`src/rtl/fbc_pkg.sv`:
```
// shared types, constants and crc/header helpers for the frame builder
`default_nettype none
package fbc_pkg;

  localparam int LENGTH_BITS = 11;
  localparam int HEADER_BYTES = 14;
  localparam int HDR_IDX_BITS = 4;
  localparam logic [HDR_IDX_BITS-1:0] HEADER_LAST = HDR_IDX_BITS'(HEADER_BYTES - 1);
  localparam logic [HDR_IDX_BITS-1:0] CRC_LAST = HDR_IDX_BITS'(3);

  localparam logic [31:0] CRC_POLY = 32'hEDB88320;
  localparam logic [31:0] CRC_INIT = 32'hFFFFFFFF;

  localparam int QUEUE_DEPTH = 4;
  localparam int QPTR_BITS = $clog2(QUEUE_DEPTH);
  localparam int QCOUNT_BITS = $clog2(QUEUE_DEPTH + 1);

  localparam int CFG_INDEX_BITS = 3;
  localparam int CFG_DATA_BITS = 48;
  localparam logic [CFG_INDEX_BITS-1:0] REG_DEST_ADDRESS = 3'd0;
  localparam logic [CFG_INDEX_BITS-1:0] REG_SOURCE_ADDRESS = 3'd1;
  localparam logic [CFG_INDEX_BITS-1:0] REG_PROTOCOL_TYPE = 3'd2;
  localparam logic [CFG_INDEX_BITS-1:0] REG_MIN_PAYLOAD = 3'd3;
  localparam logic [CFG_INDEX_BITS-1:0] REG_MAX_PAYLOAD = 3'd4;

  localparam logic [47:0] DEST_RESET = 48'h414243444546;
  localparam logic [47:0] SOURCE_RESET = 48'h474243444546;
  localparam logic [15:0] PTYPE_RESET = 16'h4742;
  localparam logic [LENGTH_BITS-1:0] MIN_RESET = LENGTH_BITS'(46);
  localparam logic [LENGTH_BITS-1:0] MAX_RESET = LENGTH_BITS'(1500);

  localparam logic KIND_START = 1'b0;
  localparam logic KIND_BYTE = 1'b1;

  typedef enum logic [1:0] {
    CMD_REJECT,
    CMD_HEADER,
    CMD_PAYLOAD
  } cmd_kind_t;

  typedef struct packed {
    cmd_kind_t  kind;
    logic [7:0] data;
    logic       last;
  } cmd_t;

  typedef struct packed {
    logic [47:0]            dest;
    logic [47:0]            src;
    logic [15:0]            ptype;
    logic [LENGTH_BITS-1:0] min_len;
    logic [LENGTH_BITS-1:0] max_len;
  } cfg_t;

  function automatic logic [31:0] crc_fold(input logic [31:0] crc, input logic [7:0] b);
    logic [31:0] c;
    c = crc ^ {24'd0, b};
    for (int k = 0; k < 8; k++) begin
      c = c[0] ? ((c >> 1) ^ CRC_POLY) : (c >> 1);
    end
    return c;
  endfunction

  function automatic logic [7:0] header_byte(input cfg_t cfg,
                                             input logic [HDR_IDX_BITS-1:0] idx);
    logic [7:0] b;
    unique case (idx)
      4'd0:    b = cfg.dest[47:40];
      4'd1:    b = cfg.dest[39:32];
      4'd2:    b = cfg.dest[31:24];
      4'd3:    b = cfg.dest[23:16];
      4'd4:    b = cfg.dest[15:8];
      4'd5:    b = cfg.dest[7:0];
      4'd6:    b = cfg.src[47:40];
      4'd7:    b = cfg.src[39:32];
      4'd8:    b = cfg.src[31:24];
      4'd9:    b = cfg.src[23:16];
      4'd10:   b = cfg.src[15:8];
      4'd11:   b = cfg.src[7:0];
      4'd12:   b = cfg.ptype[15:8];
      4'd13:   b = cfg.ptype[7:0];
      default: b = 8'd0;
    endcase
    return b;
  endfunction

endpackage
`default_nettype wire

```
`src/rtl/fbc_front.sv`:
```
// front end: accepts input words, tracks the open frame and issues commands
`default_nettype none
module fbc_front
  import fbc_pkg::*;
(
  input  wire logic                   clk,
  input  wire logic                   rst,
  input  wire cfg_t                   cfg,
  input  wire logic                   in_valid,
  output logic                        in_ready,
  input  wire logic                   kind,
  input  wire logic [LENGTH_BITS-1:0] pay_length,
  input  wire logic [7:0]             pay_byte,
  input  wire logic                   q_full,
  output logic                        push,
  output cmd_t                        push_cmd
);

  logic                   frame_open, frame_open_next;
  logic [LENGTH_BITS-1:0] bytes_left, bytes_left_next;
  logic                   accept, bad_len, last_byte;

  assign in_ready = !q_full;
  assign accept = in_valid && in_ready;

  // zero length is refused too, the crc tail needs a payload byte
  assign bad_len = (pay_length == '0) || (pay_length < cfg.min_len) ||
                   (pay_length > cfg.max_len);
  assign last_byte = (bytes_left == LENGTH_BITS'(1));

  always_comb begin
    push = 1'b0;
    push_cmd.kind = CMD_PAYLOAD;
    push_cmd.data = pay_byte;
    push_cmd.last = last_byte;
    frame_open_next = frame_open;
    bytes_left_next = bytes_left;
    if (accept) begin
      if (kind == KIND_START) begin
        push = 1'b1;
        push_cmd.kind = bad_len ? CMD_REJECT : CMD_HEADER;
        frame_open_next = !bad_len;
        bytes_left_next = bad_len ? '0 : pay_length;
      end else if (frame_open) begin
        push = 1'b1;
        bytes_left_next = bytes_left - LENGTH_BITS'(1);
        if (last_byte) begin
          frame_open_next = 1'b0;
        end
      end
    end
  end

  always_ff @(posedge clk) begin
    if (rst) begin
      frame_open <= 1'b0;
      bytes_left <= '0;
    end else begin
      frame_open <= frame_open_next;
      bytes_left <= bytes_left_next;
    end
  end

endmodule
`default_nettype wire

```
`src/rtl/fbc_queue.sv`:
```
// small command queue between front and back end
`default_nettype none
module fbc_queue
  import fbc_pkg::*;
(
  input  wire logic clk,
  input  wire logic rst,
  input  wire logic push,
  input  wire cmd_t push_cmd,
  output logic      full,
  input  wire logic pop,
  output logic      q_valid,
  output cmd_t      q_cmd
);

  cmd_t                   entries [QUEUE_DEPTH];
  logic [QPTR_BITS-1:0]   wr_ptr, rd_ptr;
  logic [QCOUNT_BITS-1:0] count, count_next;

  assign full = (count == QCOUNT_BITS'(QUEUE_DEPTH));
  assign q_valid = (count != '0);
  assign q_cmd = entries[rd_ptr];

  always_comb begin
    count_next = count;
    if (push && !pop) begin
      count_next = count + QCOUNT_BITS'(1);
    end else if (pop && !push) begin
      count_next = count - QCOUNT_BITS'(1);
    end
  end

  always_ff @(posedge clk) begin
    if (push) begin
      entries[wr_ptr] <= push_cmd;
    end
  end

  always_ff @(posedge clk) begin
    if (rst) begin
      wr_ptr <= '0;
      rd_ptr <= '0;
      count <= '0;
    end else begin
      count <= count_next;
      if (push) begin
        wr_ptr <= wr_ptr + QPTR_BITS'(1);
      end
      if (pop) begin
        rd_ptr <= rd_ptr + QPTR_BITS'(1);
      end
    end
  end

endmodule
`default_nettype wire

```
`src/rtl/fbc_back.sv`:
```
// back end: expands commands into header, payload, crc and reject words
`default_nettype none
module fbc_back
  import fbc_pkg::*;
(
  input  wire logic       clk,
  input  wire logic       rst,
  input  wire cfg_t       cfg,
  input  wire logic       q_valid,
  input  wire cmd_t       q_cmd,
  output logic            pop,
  output logic            out_valid,
  input  wire logic       out_ready,
  output logic [7:0]      out_byte,
  output logic            rejected,
  output logic            frame_end,
  output logic            run_last
);

  localparam logic [1:0] ST_IDLE = 2'd0;
  localparam logic [1:0] ST_HDR = 2'd1;
  localparam logic [1:0] ST_CRC = 2'd2;

  logic [1:0]              state, state_next;
  logic [HDR_IDX_BITS-1:0] idx, idx_next;
  logic [31:0]             crc_value, crc_next;
  logic                    load, emit, e_rej, e_end, e_last;
  logic [7:0]              e_byte, hdr_b;

  // output register can take a new word
  assign load = !out_valid || out_ready;
  assign hdr_b = header_byte(cfg, idx);

  always_comb begin
    pop = 1'b0;
    emit = 1'b0;
    e_byte = 8'd0;
    e_rej = 1'b0;
    e_end = 1'b0;
    e_last = 1'b0;
    state_next = state;
    idx_next = idx;
    crc_next = crc_value;
    unique case (state)
      ST_IDLE: begin
        if (load && q_valid) begin
          pop = 1'b1;
          emit = 1'b1;
          case (q_cmd.kind)
            CMD_REJECT: begin
              e_rej = 1'b1;
              e_last = 1'b1;
              crc_next = CRC_INIT;
            end
            CMD_HEADER: begin
              e_byte = header_byte(cfg, '0);
              crc_next = crc_fold(CRC_INIT, e_byte);
              idx_next = HDR_IDX_BITS'(1);
              state_next = ST_HDR;
            end
            default: begin
              e_byte = q_cmd.data;
              crc_next = crc_fold(crc_value, q_cmd.data);
              if (q_cmd.last) begin
                idx_next = '0;
                state_next = ST_CRC;
              end else begin
                e_last = 1'b1;
              end
            end
          endcase
        end
      end
      ST_HDR: begin
        if (load) begin
          emit = 1'b1;
          e_byte = hdr_b;
          crc_next = crc_fold(crc_value, hdr_b);
          idx_next = idx + HDR_IDX_BITS'(1);
          if (idx == HEADER_LAST) begin
            e_last = 1'b1;
            state_next = ST_IDLE;
          end
        end
      end
      ST_CRC: begin
        if (load) begin
          emit = 1'b1;
          // least significant byte first
          e_byte = crc_value[{idx[1:0], 3'b000} +: 8];
          idx_next = idx + HDR_IDX_BITS'(1);
          if (idx == CRC_LAST) begin
            e_end = 1'b1;
            e_last = 1'b1;
            crc_next = CRC_INIT;
            state_next = ST_IDLE;
          end
        end
      end
      default: begin
        state_next = ST_IDLE;
      end
    endcase
  end

  always_ff @(posedge clk) begin
    if (rst) begin
      state <= ST_IDLE;
      idx <= '0;
      crc_value <= CRC_INIT;
      out_valid <= 1'b0;
    end else begin
      state <= state_next;
      idx <= idx_next;
      crc_value <= crc_next;
      if (load) begin
        out_valid <= emit;
      end
    end
  end

  always_ff @(posedge clk) begin
    if (load && emit) begin
      out_byte <= e_byte;
      rejected <= e_rej;
      frame_end <= e_end;
      run_last <= e_last;
    end
  end

endmodule
`default_nettype wire

```
`src/rtl/ethernet_frame_builder_crc32.sv`:
```
// Ethernet II style frame builder with reflected CRC-32: top level and config registers
//
// A start word (kind 0) with a length inside [min_payload, max_payload] (and not zero)
// yields the 14 header words; a length outside gives one word with rejected set. Each
// payload word (kind 1) of an open frame is passed through; the last one is followed
// by 4 CRC words, least significant byte first, frame_end on the final one. Payload
// words outside a frame are dropped and a new start abandons an open frame. Payload
// words move at one per cycle through the single output register unless stalled or
// busy with header or CRC words; a 4-entry command queue keeps the input flowing until
// it fills. The CRC folds one byte per cycle with no final inversion. Configuration is
// written via cfg_we/cfg_index/cfg_data; the user must do so while idle, unenforced.
`default_nettype none
module ethernet_frame_builder_crc32
  import fbc_pkg::*;
(
  input  wire logic                      clk,
  input  wire logic                      rst,
  input  wire logic                      cfg_we,
  input  wire logic [CFG_INDEX_BITS-1:0] cfg_index,
  input  wire logic [CFG_DATA_BITS-1:0]  cfg_data,
  input  wire logic                      in_valid,
  output logic                           in_ready,
  input  wire logic                      kind,
  input  wire logic [LENGTH_BITS-1:0]    pay_length,
  input  wire logic [7:0]                pay_byte,
  output logic                           out_valid,
  input  wire logic                      out_ready,
  output logic [7:0]                     out_byte,
  output logic                           rejected,
  output logic                           frame_end,
  output logic                           run_last
);

  cfg_t cfg;
  logic q_full, push, pop, q_valid;
  cmd_t push_cmd, q_cmd;

  always_ff @(posedge clk) begin
    if (rst) begin
      cfg.dest <= DEST_RESET;
      cfg.src <= SOURCE_RESET;
      cfg.ptype <= PTYPE_RESET;
      cfg.min_len <= MIN_RESET;
      cfg.max_len <= MAX_RESET;
    end else if (cfg_we) begin
      unique case (cfg_index)
        REG_DEST_ADDRESS:   cfg.dest <= cfg_data[47:0];
        REG_SOURCE_ADDRESS: cfg.src <= cfg_data[47:0];
        REG_PROTOCOL_TYPE:  cfg.ptype <= cfg_data[15:0];
        REG_MIN_PAYLOAD:    cfg.min_len <= cfg_data[LENGTH_BITS-1:0];
        REG_MAX_PAYLOAD:    cfg.max_len <= cfg_data[LENGTH_BITS-1:0];
        default: ;
      endcase
    end
  end

  fbc_front u_front (
    .clk        (clk),
    .rst        (rst),
    .cfg        (cfg),
    .in_valid   (in_valid),
    .in_ready   (in_ready),
    .kind       (kind),
    .pay_length (pay_length),
    .pay_byte   (pay_byte),
    .q_full     (q_full),
    .push       (push),
    .push_cmd   (push_cmd)
  );

  fbc_queue u_queue (
    .clk      (clk),
    .rst      (rst),
    .push     (push),
    .push_cmd (push_cmd),
    .full     (q_full),
    .pop      (pop),
    .q_valid  (q_valid),
    .q_cmd    (q_cmd)
  );

  fbc_back u_back (
    .clk       (clk),
    .rst       (rst),
    .cfg       (cfg),
    .q_valid   (q_valid),
    .q_cmd     (q_cmd),
    .pop       (pop),
    .out_valid (out_valid),
    .out_ready (out_ready),
    .out_byte  (out_byte),
    .rejected  (rejected),
    .frame_end (frame_end),
    .run_last  (run_last)
  );

endmodule
`default_nettype wire

```
`config.mk`:
```
export PLATFORM = sky130hd
export DESIGN_NAME = ethernet_frame_builder_crc32
export DESIGN_NICKNAME = d
export VERILOG_FILES = /design/src/rtl/fbc_pkg.sv /design/src/rtl/fbc_front.sv /design/src/rtl/fbc_queue.sv /design/src/rtl/fbc_back.sv /design/src/rtl/ethernet_frame_builder_crc32.sv
export SDC_FILE = /design/constraint.sdc
export NUM_CORES = 1
export LEC_CHECK = 0
export BUFFER_PORTS_ARGS = -buffer_cell sky130_fd_sc_hd__buf_2
export CAP_MARGIN = 10
export CORE_ASPECT_RATIO = 0.6
export CORE_UTILIZATION = 41
export CTS_BUF_LIST = sky130_fd_sc_hd__clkbuf_4
export DETAILED_ROUTE_END_ITERATION = 6
export SLEW_MARGIN = 15
export SYNTH_ARGS = -nofsm -noshare
export SYNTH_HDL_FRONTEND = slang
export SYNTH_SLANG_ARGS = --single-unit
```
`constraint.sdc`:
```
create_clock -name clk -period 9.9 [get_ports clk]
set_input_delay 0.99 -clock clk [delete_from_list [all_inputs] [get_ports clk]]
set_output_delay 0.99 -clock clk [all_outputs]
set_load 0.02 [all_outputs]
```
==> run_results.csv, run 1 <==
group,metric,value,unit
yosys,synth.ff_latch_count,249,
placed_design,place.gp.congestion,1.02,
floorplanning,num_io_pins,89,
yosys,synth.area.top_cells,"dfxtp_1 (28%), edfxtp_1 (12%), nand2_1 (8.1%)",
floorplanning,die_x,237,microns
finish,multi_input_area,0.00737,sq mm
global_route,grt_pass1_wl,67900,microns
critical_path,cp-start-kind,"register",
yosys,synth_area_per_cell,8.95,sq um
yosys,syn_nets,1636,
drt,dr.pass1.iters,5,
sta,fmax,221,MHz
sta,relSlewSlack,26.4,%
yosys,yosys.cell_count.top_type,"nand2_1",
critical_path,crit_path_max_fanout,27,
finish,fillCellCount,3258,
global_route,antenna_found_initial,2,
clock_tree,cts_resized,0,
finish,fin_util,45.7,%
clock_tree,cts_buffer_depth,3,
drt,wl,45500,microns
floorplanning,die_h,143,microns
sta,clock_skew,0.0331,ns
clock_tree,post_cts_buffers,0,
yosys,ys.flop_type,"dfxtp_1",
yosys,ys_seq_area_share,40.6,%
global_route,grt_util_all_layers,26.7,%
floorplanning,initial_utilization,41.9,%
finish,nNetsFinal,1687,
finish,seq_area,0.00554,sq mm
status,outcome,"finished, final reports clean",
yosys,synth_area,0.0136,sq mm
sta,fin_crit,4.52,ns
yosys,synth_commonest_cells,"nand2_1 (296), dfxtp_1 (194), a21oi_1 (178), xnor2_1 (121), clkbuf_1 (77)",
critical_path,required,10.56,ns
yosys,synth_edf_count,55,
floorplanning,dieArea,0.0340,sq mm
critical_path,critPathArrivalTime,5.18,ns
finish,syn2layout_area_growth,9.08,%
floorplanning,core,0.0325,sq mm
global_route,first_global_vias,10800,
power_and_ir_drop,ir_drop,0.247,mV
clock_tree,path_clk_slew,0.08,ns
placed_design,io_buffer_count,88,
clock_tree,clk_latency,0.74,ns
floorplanning,num_rows,51,
clock_tree,ctsRootBufferMaster,"clkbuf_4",
global_route,grt_max_degree,93,
sta,period_share,45.7,%
sta,rsz0062_at_grt,"false",
yosys,synth_cell_types,74,
clock_tree,clkSinkCount,249,
drt,via_per_inst,5.72,
yosys,yosys.area.top_type,"dfxtp_1",
min_path,worstHoldPathType,"register to register",
clock_tree,cts_buffers,57,
sta,tns,0,ns
sta,finalSetupViolCount,0,
yosys,synth_warnings,0,
power_and_ir_drop,leakagePower,5.59,nW
critical_path,end_kind,"register",
critical_path,worstSetupPathType,"register to register",
clock_tree,cts_tree,"yes",
drt,vias,11700,
drt,drtIter0Drc,1287,
flow_run,maxCapViolCount,0,
placed_design,place_hpwl,32500,microns
power_and_ir_drop,power.density,346,mW/mm^2
yosys,yosys.area.top_type_share,28.5,%
clock_tree,postCtsHoldBufs,0,
sta,slew_viol_final,0,
clock_tree,cts-htree-levels,2,
finish,drive_gt1_share,15.2,%
sta,hold_violations,0,
yosys,synth_cells,1523,
drt,routedWlPerCell,22.2,microns
drt,post-route-drc-count,0,
yosys,synthArstFlopShare,0,%
sta,worst_pin_slew,1.10,ns
drt,ant_nets,0,
global_route,gr-total-overflow,0,
layout by cell type (no fill, tap or decap), types with 8 or more instances in the layout:
cell type | synthesis | routed
nand2_1 | 296 | 295
dfxtp_1 | 194 | 194
a21oi_1 | 178 | 177
xnor2_1 | 121 | 121
buf_2 | 12 | 87
clkbuf_4 | 0 | 84
xor2_1 | 56 | 56
edfxtp_1 | 55 | 55
nand3_1 | 54 | 54
nor2_1 | 47 | 46
inv_1 | 42 | 41
o21ai_0 | 39 | 39
a22oi_1 | 38 | 38
ha_1 | 36 | 36
mux4_2 | 20 | 20
clkinv_1 | 0 | 18
buf_4 | 3 | 16
a211oi_1 | 15 | 15
o211ai_1 | 15 | 15
o22ai_1 | 14 | 14
nand2b_1 | 12 | 12
o221ai_1 | 11 | 11
nor3_1 | 10 | 10
mux2i_1 | 9 | 9
a22o_1 | 9 | 9
xnor2_2 | 9 | 9
and3_1 | 8 | 8
a21o_1 | 8 | 8
stage by stage:
| step | area, sq um | hold WS (ns) | setup slack [ns] | std cells | total power [mW] |
|---|---|---|---|---|---|
| final | 14900 | 0.457 | 5.38 | 2046 | 5.15 |
| after detailed placement | 14200 | 0.449 | 5.40 | 1939 | 4.23 |
| after floorplan | 13600 | 0.432 | 5.93 | 1523 | 3.48 |
| after global routing | 14900 | 0.435 | 5.01 | 2046 | 5.43 |
| after CTS | 14900 | 0.424 | 5.39 | 2045 | 5.07 |
| after global placement | 14200 | 0.440 | 5.52 | 1939 | 4.27 |
logic make-up (layout without fill, tap and decap cells):
family / count (synthesis) / count (layout) / share of synthesized area [%]
compound gates: 386 / 386 / 17.8
fa+ha+maj: 37 / 37 / 3.45
other cells: 0 / 1 / 0
mux: 31 / 31 / 4.13
buf+inv: 155 / 253 / 5.49
simple gates: 474 / 474 / 15.3
flops: 249 / 249 / 40.6
xor+xnor: 191 / 191 / 13.3
report_power, final:
| part | switching (mW) | leakage, nW | internal, mW |
|---|---|---|---|
| sequential | 0.180 | 2.10 | 1.19 |
| clock | 0.434 | 0.427 | 0.390 |
| combinational | 1.77 | 3.06 | 1.19 |
final timing paths:
path	startpoint	end	slack (ns)	cells after the start
hold / removal	cfg[102]	cfg[102]	0.46	2
setup / recovery	u_back.idx[0]	u_back.crc_value[23]	5.38	11
setup reg to reg	u_back.idx[0]	u_back.crc_value[23]	5.38	11
hold reg to reg	cfg[102]	cfg[102]	0.46	2
critical path, stage by stage (launching register included):
cell and delay, ns:
dfxtp_1 0.75, ha_1 0.92, a22oi_1 0.20, a211oi_2 0.37, nor4_4 0.10, xnor2_1 0.48
xnor3_2 0.46, xnor3_2 0.47, xnor2_2 0.23, xnor2_1 0.14, a21oi_1 0.09, a211oi_1 0.23
routing by layer:
layer	track usage, %	share of wire (%)	wire length (microns)
met1	40.6	49	22200
met2	34.0	37	16800
met3	10.5	13	5720
met4	6.04	1.7	780
met5	0	0.042	19
sequential cells by signal (all words and copies together) (netlist names), named ones only:
register / cells
cfg: 134
u_back.crc_value: 32
u_back.frame_end: 1
u_back.idx: 4
u_back.out_byte: 8
u_back.out_valid: 1
u_back.rejected: 1
u_back.run_last: 1
u_back.state: 2
u_front.bytes_left: 11
u_front.frame_open: 1
u_queue.count: 3
u_queue.entries: 44
u_queue.rd_ptr: 2
u_queue.wr_ptr: 2
final cells by class:
type	count	area share, %
Inverter	44	1.11
Timing Repair Buffer	103	3.74
Clock inverter	22	0.589
Antenna cell	1	0.0168
Tap cell	424	3.57
Clock buffer	84	4.24
Multi-Input combinational cell	1119	49.5
Sequential cell	249	37.2
Power figures use the tool's default switching activity.
==> run 2, diff against run 1 <==
clock period = 4.2 ns   (was 9.9 ns; I/O delays follow)
==> run 2 against run 1 <==
  * Non-clock buffer count is 98 higher
  * Critical endpoint unchanged
  * Combinational power grew to 2.5 times the previous value
  * Clock power grew to 2.6 times the previous value
  * Register-to-register slack worse by 5.0 ns
  * Flip-flop and latch count stayed put
  * Clock skew grew 0.021 ns
  * Total power up 150%
  * Fmax rose by 19%
  * Worst setup slack got worse by 5.0 ns
  * Highest routed layer unchanged
  * Core utilization grew 3.1 points
==> run_results.csv, run 2 (same netlist as run 1, synthesis figures left out) <==
group,metric,value,unit
global_route,gr-total-overflow,0,
global_route,first_global_vias,11300,
critical_path,cp-start-kind,"register",
sta,period_share,90.8,%
clock_tree,clkSinkCount,249,
clock_tree,cts_tree,"yes",
floorplanning,dieArea,0.0340,sq mm
floorplanning,die_h,143,microns
critical_path,crit_path_max_fanout,13,
clock_tree,cts_buffer_depth,3,
critical_path,cp_slowest_stage_delay,0.42,ns
finish,layout_commonest_cell,"nand2_1",
status,outcome,"finished, final reports clean",
drt,post-route-drc-count,0,
floorplanning,core,0.0325,sq mm
sta,clock_skew,0.0541,ns
clock_tree,cts_resized,0,
sta,hold_violations,0,
critical_path,worstSetupPathType,"register to register",
min_path,hold_depth,3,
critical_path,cp_slowest_cell,"a31oi_1",
placed_design,placed_cell_area,0.0145,sq mm
floorplanning,initial_utilization,41.9,%
placed_design,io_buffer_count,88,
sta,worst_slack,0.387,ns
sta,fin_crit,3.81,ns
finish,stdcell_area,0.0159,sq mm
placed_design,place_ws,0.477,ns
clock_tree,clk_latency,0.78,ns
finish,syn2layout_area_growth,16.5,%
critical_path,cp_common_cell,"xnor2_2",
sta,relSlewSlack,25.6,%
drt,drtIter0Drc,1381,
min_path,hold_end,"u_front.bytes_left[4]",
critical_path,critPathArrivalTime,4.50,ns
sta,rsz0062_at_grt,"false",
global_route,grt_util_all_layers,27.9,%
power_and_ir_drop,ir_drop,0.400,mV
floorplanning,num_rows,51,
sta,worst_pin_slew,1.12,ns
finish,largest_register,"cfg",
finish,nNetsFinal,1787,
critical_path,r2r-start,"u_back.idx[1]",
sta,finalSetupViolCount,0,
placed_design,dpl.cell_count,1976,
drt,ant_nets,0,
drt,routedWlPerCell,21.9,microns
finish,drive_gt1_share,16.9,%
critical_path,r2r_setup_slack,0.39,ns
finish,largest_reg_flops,134,
flow_run,maxCapViolCount,0,
placed_design,place_hpwl,33900,microns
placed_design,place.gp.congestion,1.05,
floorplanning,die_x,237,microns
clock_tree,cts-htree-levels,2,
clock_tree,ctsRootBufferMaster,"clkbuf_4",
floorplanning,num_io_pins,89,
sta,tns,0,ns
finish,final_cell_mix,"nand2_1 (295), dfxtp_1 (194), a21oi_1 (177)",
global_route,grt_max_degree,67,
finish,fin_util,48.8,%
finish,instances_no_fill,2149,
power_and_ir_drop,leakagePower,6.09,nW
drt,dr.pass1.iters,7,
clock_tree,path_clk_slew,0.08,ns
critical_path,end_kind,"register",
min_path,worstHoldPathType,"input port to register",
sta,fin_hold_ws,0.0988,ns
min_path,hold_start,"pay_length[4]",
critical_path,r2r_cells,13,
critical_path,cp_cell_sequence,"buf_4, ha_1, buf_4, a221oi_1, o32ai_1, a31oi_1, xnor2_2, xnor2_2, xnor3_2, xnor2_2, xnor2_1, a21oi_1, a211oi_1",
global_route,antenna_found_initial,1,
critical_path,required,4.89,ns
drt,wl,47100,microns
clock_tree,cts_buffers,59,
drt,vias,12200,
drt,via_per_inst,5.66,
sta,slew_viol_final,0,
sta,fmax,262,MHz
power_and_ir_drop,power,12.8,mW
finish,reg_top3,"cfg: 134 flops, u_queue.entries: 44 flops, u_back.crc_value: 32 flops",
power_and_ir_drop,power.density,803,mW/mm^2
global_route,grt_pass1_wl,70800,microns
critical_path,r2r_end,"u_back.crc_value[23]",
==> run 2: worst max path at each step <==
stage             startpoint              endpoint  slack, ns  cells after the start
3_5_place_dp   u_back.idx[1]  u_back.crc_value[23]       0.48                     13
5_1_grt        u_back.idx[1]  u_back.crc_value[23]       0.24                     13
4_1_cts        u_back.idx[1]  u_back.crc_value[20]       0.46                     13
6_report       u_back.idx[1]  u_back.crc_value[23]       0.39                     13
2_1_floorplan  u_back.idx[0]  u_back.crc_value[24]       0.23                     14
3_3_place_gp   u_back.idx[1]  u_back.crc_value[23]       0.59                     13
==> run 2: routing by layer <==
metal	vias up	global-route usage, %	wire length, microns
met2	584	35.4	17700
li1	5668	-	-
met4	2	6.21	697
met5	-	1.73	76
met1	5853	42.5	22900
met3	61	10.7	5720
==> run 2: layout make-up <==
cell class | count | area [sq um]
Fill cell | 3175 | 16700
Multi-Input combinational cell | 1119 | 7370
Sequential cell | 249 | 5540
Timing Repair Buffer | 201 | 1480
Clock buffer | 88 | 661
Tap cell | 424 | 531
Inverter | 44 | 165
Clock inverter | 23 | 145
Antenna cell | 1 | 2.50
==> run 2: what timing repair did <==
| item | CTS | global route |
|---|---|---|
| hold buffers | 61 | 0 |
| endpoints found under the setup margin | 0 | 0 |
| setup buffers | 0 | 0 |
| hold endpoints to repair | 165 | 0 |
==> run 2: worst max-delay path: cells and delay by family, from the launching register on <==
kind                     cells  cell delay [ns]
buffers and inverters        2             0.46
AO/OA/AOI/OAI                5             1.17
flip-flops                   1             0.31
adder cells (fa/ha/maj)      1             0.38
XOR/XNOR                     5             1.39
==> run 2: power by group <==
part / leakage (nW) / internal [mW] / switching, mW
clock network: 0.480 / 1.09 / 1.03
logic: 3.52 / 3.12 / 4.32
registers: 2.10 / 2.80 / 0.399
